===== src/design/dfm_pkg.sv =====
// ----------------------------------------------------------------------------
// dfm_pkg
// Shared constants, payload types and control structs of the falloff stamp.
// ----------------------------------------------------------------------------
`timescale 1ns / 1ps

package dfm_pkg;

	localparam int GRID_BITS  = 7;
	localparam int GRID_SIZE  = 1 << GRID_BITS;
	localparam int ADDR_W     = 2 * GRID_BITS;
	localparam int GRID_CELLS = GRID_SIZE * GRID_SIZE;
	localparam int MAX_RADIUS = 31;
	localparam int RAD_W      = 5;
	localparam int COV_W      = 8;
	localparam int SIZE_W     = 8;
	localparam int OFS_W      = RAD_W + 1;
	localparam int NUM_W      = 14;
	localparam int DEN_W      = RAD_W + 1;
	localparam int DCNT_W     = 4;
	localparam int CFG_IDX_W  = 2;

	localparam logic [1:0] MODE_CLEAR = 2'd0;
	localparam logic [1:0] MODE_STAMP = 2'd1;
	localparam logic [1:0] MODE_READ  = 2'd2;

	localparam logic [CFG_IDX_W-1:0] CFG_MAP_WIDTH  = 2'd0;
	localparam logic [CFG_IDX_W-1:0] CFG_MAP_HEIGHT = 2'd1;

	localparam logic [SIZE_W-1:0] MAP_SIZE_RESET = 8'd128;

	typedef struct packed {
		logic [1:0]           mode;
		logic [GRID_BITS-1:0] pos_x;
		logic [GRID_BITS-1:0] pos_y;
		logic [RAD_W-1:0]     radius;
		logic [COV_W-1:0]     strength;
		logic                 active;
	} req_t;

	typedef struct packed {
		logic [1:0]       kind;
		logic [COV_W-1:0] coverage;
	} rsp_t;

	typedef struct packed {
		logic latch;
		logic sweep_wr;
		logic div_go;
		logic tab_wr;
		logic scan_step;
		logic rd_item;
	} dp_cmd_t;

	typedef struct packed {
		logic sweep_last;
		logic div_done;
		logic k_last;
		logic scan_last;
	} dp_stat_t;

endpackage


===== src/design/dfm_ctrl.sv =====
// ----------------------------------------------------------------------------
// dfm_ctrl
// Sequencer: reset clearing pass, clear sweep, table build, tile scan, read.
// ----------------------------------------------------------------------------
`timescale 1ns / 1ps

module dfm_ctrl (
	input  logic              clk,
	input  logic              arst_n,
	input  logic              start,
	input  dfm_pkg::req_t     req,
	input  dfm_pkg::dp_stat_t stat,
	output dfm_pkg::dp_cmd_t  cmd,
	output logic              busy,
	output logic              done
);

	typedef enum logic [8:0] {
		S_INIT   = 9'b000000001,
		S_IDLE   = 9'b000000010,
		S_CLEAR  = 9'b000000100,
		S_DSTART = 9'b000001000,
		S_DWAIT  = 9'b000010000,
		S_SCAN   = 9'b000100000,
		S_DRAIN  = 9'b001000000,
		S_READ   = 9'b010000000,
		S_RESP   = 9'b100000000
	} state_t;

	state_t state_q;
	state_t state_d;

	always_comb begin
		state_d = state_q;
		cmd     = '0;
		unique case (state_q)
			S_INIT: begin
				cmd.sweep_wr = 1'b1;
				if (stat.sweep_last) state_d = S_IDLE;
			end
			S_IDLE: begin
				if (start) begin
					cmd.latch = 1'b1;
					priority if (req.mode == dfm_pkg::MODE_CLEAR) begin
						state_d = S_CLEAR;
					end else if (req.mode == dfm_pkg::MODE_STAMP) begin
						state_d = (req.active && req.radius != '0) ? S_DSTART : S_RESP;
					end else if (req.mode == dfm_pkg::MODE_READ) begin
						state_d = S_READ;
					end else begin
						state_d = S_RESP;
					end
				end
			end
			S_CLEAR: begin
				cmd.sweep_wr = 1'b1;
				if (stat.sweep_last) state_d = S_RESP;
			end
			S_DSTART: begin
				cmd.div_go = 1'b1;
				state_d    = S_DWAIT;
			end
			S_DWAIT: begin
				if (stat.div_done) begin
					cmd.tab_wr = 1'b1;
					state_d    = stat.k_last ? S_SCAN : S_DSTART;
				end
			end
			S_SCAN: begin
				cmd.scan_step = 1'b1;
				if (stat.scan_last) state_d = S_DRAIN;
			end
			S_DRAIN: state_d = S_RESP;
			S_READ: begin
				cmd.rd_item = 1'b1;
				state_d     = S_RESP;
			end
			S_RESP: state_d = S_IDLE;
			default: state_d = S_INIT;
		endcase
	end

	always_ff @(posedge clk or negedge arst_n) begin
		if (!arst_n) begin
			state_q <= S_INIT;
		end else begin
			state_q <= state_d;
		end
	end

	assign busy = state_q != S_IDLE;
	assign done = state_q == S_RESP;

endmodule


===== config.mk =====
export PLATFORM = sky130hd
export DESIGN_NAME = dfm_ctrl
export DESIGN_NICKNAME = d
export VERILOG_FILES = /design/src/design/dfm_pkg.sv /design/src/design/dfm_ctrl.sv
export SDC_FILE = /design/constraint.sdc
export NUM_CORES = 1
export LEC_CHECK = 0
export BUFFER_PORTS_ARGS = -buffer_cell sky130_fd_sc_hd__clkbuf_2
export CAP_MARGIN = 20
export CORE_UTILIZATION = 36
export CTS_CLUSTER_SIZE = 40
export DETAILED_ROUTE_END_ITERATION = 8
export PLACE_DENSITY_LB_ADDON = 0.3
export SLEW_MARGIN = 25
export SYNTH_ARGS = -nofsm -noshare
export SYNTH_HDL_FRONTEND = slang
export SYNTH_SLANG_ARGS = --single-unit

===== constraint.sdc =====
create_clock -name clk -period 1.6 [get_ports clk]
set_clock_uncertainty 0.1 [all_clocks]
set_input_delay 0.32 -clock clk [delete_from_list [all_inputs] [get_ports clk]]
set_output_delay 0.32 -clock clk [all_outputs]
set_load 0.005 [all_outputs]

==> flow_metrics.tcl <==
set metrics [dict create \
    status "finished with violations" \
    violations "DRC, setup timing" \
    dr.first_iter.drc_count 28 \
    fp.dieW_um 44.7 \
    slew-limit-headroom_pct 76.6 \
    fin_ws_ns -0.355 \
    synth_commonest_cells "dfrtp_1, nor2_1, inv_1, nand2_1, nor4_1" \
    cts_sinks 9 \
    synth_top_area_share_pct 30.5 \
    grt_antenna_before_repair 0 \
    htreeDepth 1 \
    power_mw 1.52 \
    nets 166 \
    core_um2 1710 \
    routedWlPerCell_um 14.9 \
    largest_reg_flops 9 \
    clk_latency_ns 0.27 \
    synth_cell_types 37 \
    ys_seq_area_share_pct 34.5 \
    synth-edff-count 0 \
    critPathMaxFanout 4 \
    cap_violations 0 \
    dieArea_um2 2000 \
    dp.cells 137 \
    postLayoutCoreUtil_pct 69.9 \
    final_layout_size_suffix_gt1_share_pct 62.5 \
    slew_violations 0 \
    dpl.hpwl_um 1450 \
    period_share_pct 122 \
    io_pins 45 \
    route.final.wire_length_um 2290 \
    period_minus_slack_ns 1.95 \
    rsz0062_at_grt "true" \
    grt_pass1_vias 763 \
    min_path_type "in2reg" \
    worstSetupPathType "reg2out" \
    vias_per_cell 5.37 \
    hold_viol 0 \
    finalSetupViolations 13 \
    post-route-drc-count 1 \
    num_rows 15 \
    clk_path_buf_depth 2 \
    regMostFlops "state_q" \
    cp-end-kind "output port" \
    place_congestion 0.820 \
    top_regs "state_q (9)" \
    ant_nets 0 \
    ys_top_cells_by_area "dfrtp_1, nor2_1, dfstp_2" \
    clkTransAtPathRegs_ns 0.08 \
    die_h_um 44.7 \
    fin_cells 153 \
    io_buffer_count 22 \
    powerDensity_nw_per_um2 1270 \
    cts-root-buf "clkbuf_4" \
    start_util_pct 38.4 \
    syn_inst 73 \
    grt-ovfl-total 0 \
    dr.pass1.iters 6 \
    tritoncts "yes" \
    cp-start-kind "flop" \
    syn_nets 110 \
    required_ns 1.18 \
    ys_seq_elements 9 \
    tns_ns -3.23 \
    grt_usage_pct 24.5 \
    fmax_mhz 512 \
    synthArstFlopShare_pct 100 \
    critPathArrivalTime_ns 1.53 \
    grt_pass1_wl_um 3460 \
    avgSynthCellArea_um2 8.98 \
    synth_largest_area_cell "dfrtp_1" \
    hold_slack_ns 0.174 \
    ir_drop_mv 0.773 \
    area_growth_pct 82.1 \
    ys.flop_type "dfrtp_1" \
    yosysWarnings 0 \
    synth_area_um2 656 \
    leakage_nw 0.572 \
    grt_max_degree 10 \
    diodes 0 \
    tightestPinTransition_ns 0.346 \
    vias 821 \
    numCtsBuffers 3 \
]
[metal layers]
metal	part of all wire, %	up-vias	track usage, %
met1	41	384	30.6
met2	51	45	40.6
met4	2.8	0	12.7
met5	0	-	0
li1	-	384	-
met3	5.5	8	3.67
[power by group]
group	switching, mW	leakage, nW	internal, mW
registers	0.0784	0.114	0.278
logic	0.418	0.440	0.563
clock network	0.0910	0.0177	0.0924
total	0.588	0.572	0.933
[final cells by class]
cell class | count | area (um2)
sequential | 9 | 231
timing repair buffer | 54 | 387
inverter | 4 | 15.0
multi-input combinational | 57 | 502
clock inverter | 1 | 5.00
clock buffer | 3 | 22.5
fill | 122 | 514
tap | 25 | 31.3
[final timing paths]
| kind | start | end | slack (ns) | depth (start not counted) |
|---|---|---|---|---|
| setup / recovery | state_q[0] | cmd[5] | -0.35 | 5 |
| hold / removal | req[28] | state_q[2] | 0.17 | 2 |
| setup reg to reg | state_q[0] | state_q[8] | -0.26 | 8 |
| hold reg to reg | state_q[2] | state_q[4] | 0.57 | 3 |
| max in group asynchronous | arst_n | state_q[0] | 0.79 | 2 |
| min in group asynchronous | arst_n | state_q[8] | 0.35 | 2 |
[logic make-up after synthesis]
family                 synth area share (%)
flip-flops                             34.5
buffers and inverters                  5.53
AND/OR/NAND/NOR                        38.0
AO/OA/AOI/OAI                          15.3
XOR/XNOR                               6.68
[timing repair]
action,CTS,global route
pin swaps,4,13
setup endpoints to repair,11,14
resized for setup,13,24
hold buffers,1,0
setup buffers,9,6
hold endpoints to repair,8,0
[worst max-delay path, stage by stage (launching register included)]
cell,delay [ns]
dfstp_2,0.41
buf_6,0.13
nor4b_4,0.34
nand4_1,0.17
inv_1,0.09
clkbuf_2,0.11
[placed cells by master (no fill, tap or decap), types with 2 or more instances in the layout]
cell type  count
nor2b_1        2
clkbuf_2      17
xor2_1         2
inv_1          4
buf_2          5
nor2_1         7
dfrtp_2        4
nor2_2         2
o211ai_1       2
nor4_4         3
clkbuf_4       3
nand2_1        4
nor3b_1        2
nand3_2        2
buf_6          9
xnor2_1        2
dfrtp_1        4
o21ai_0        2
buf_4         22
[stage by stage]
step	setup WS (ns)	cell area, um2
after floorplan	0.0315	662
after global placement	-0.0146	932
after detailed placement	-0.109	932
after CTS	-0.302	1100
after global routing	-0.403	1190
final	-0.355	1190
Note: power is estimated with default switching activity, not from simulation.
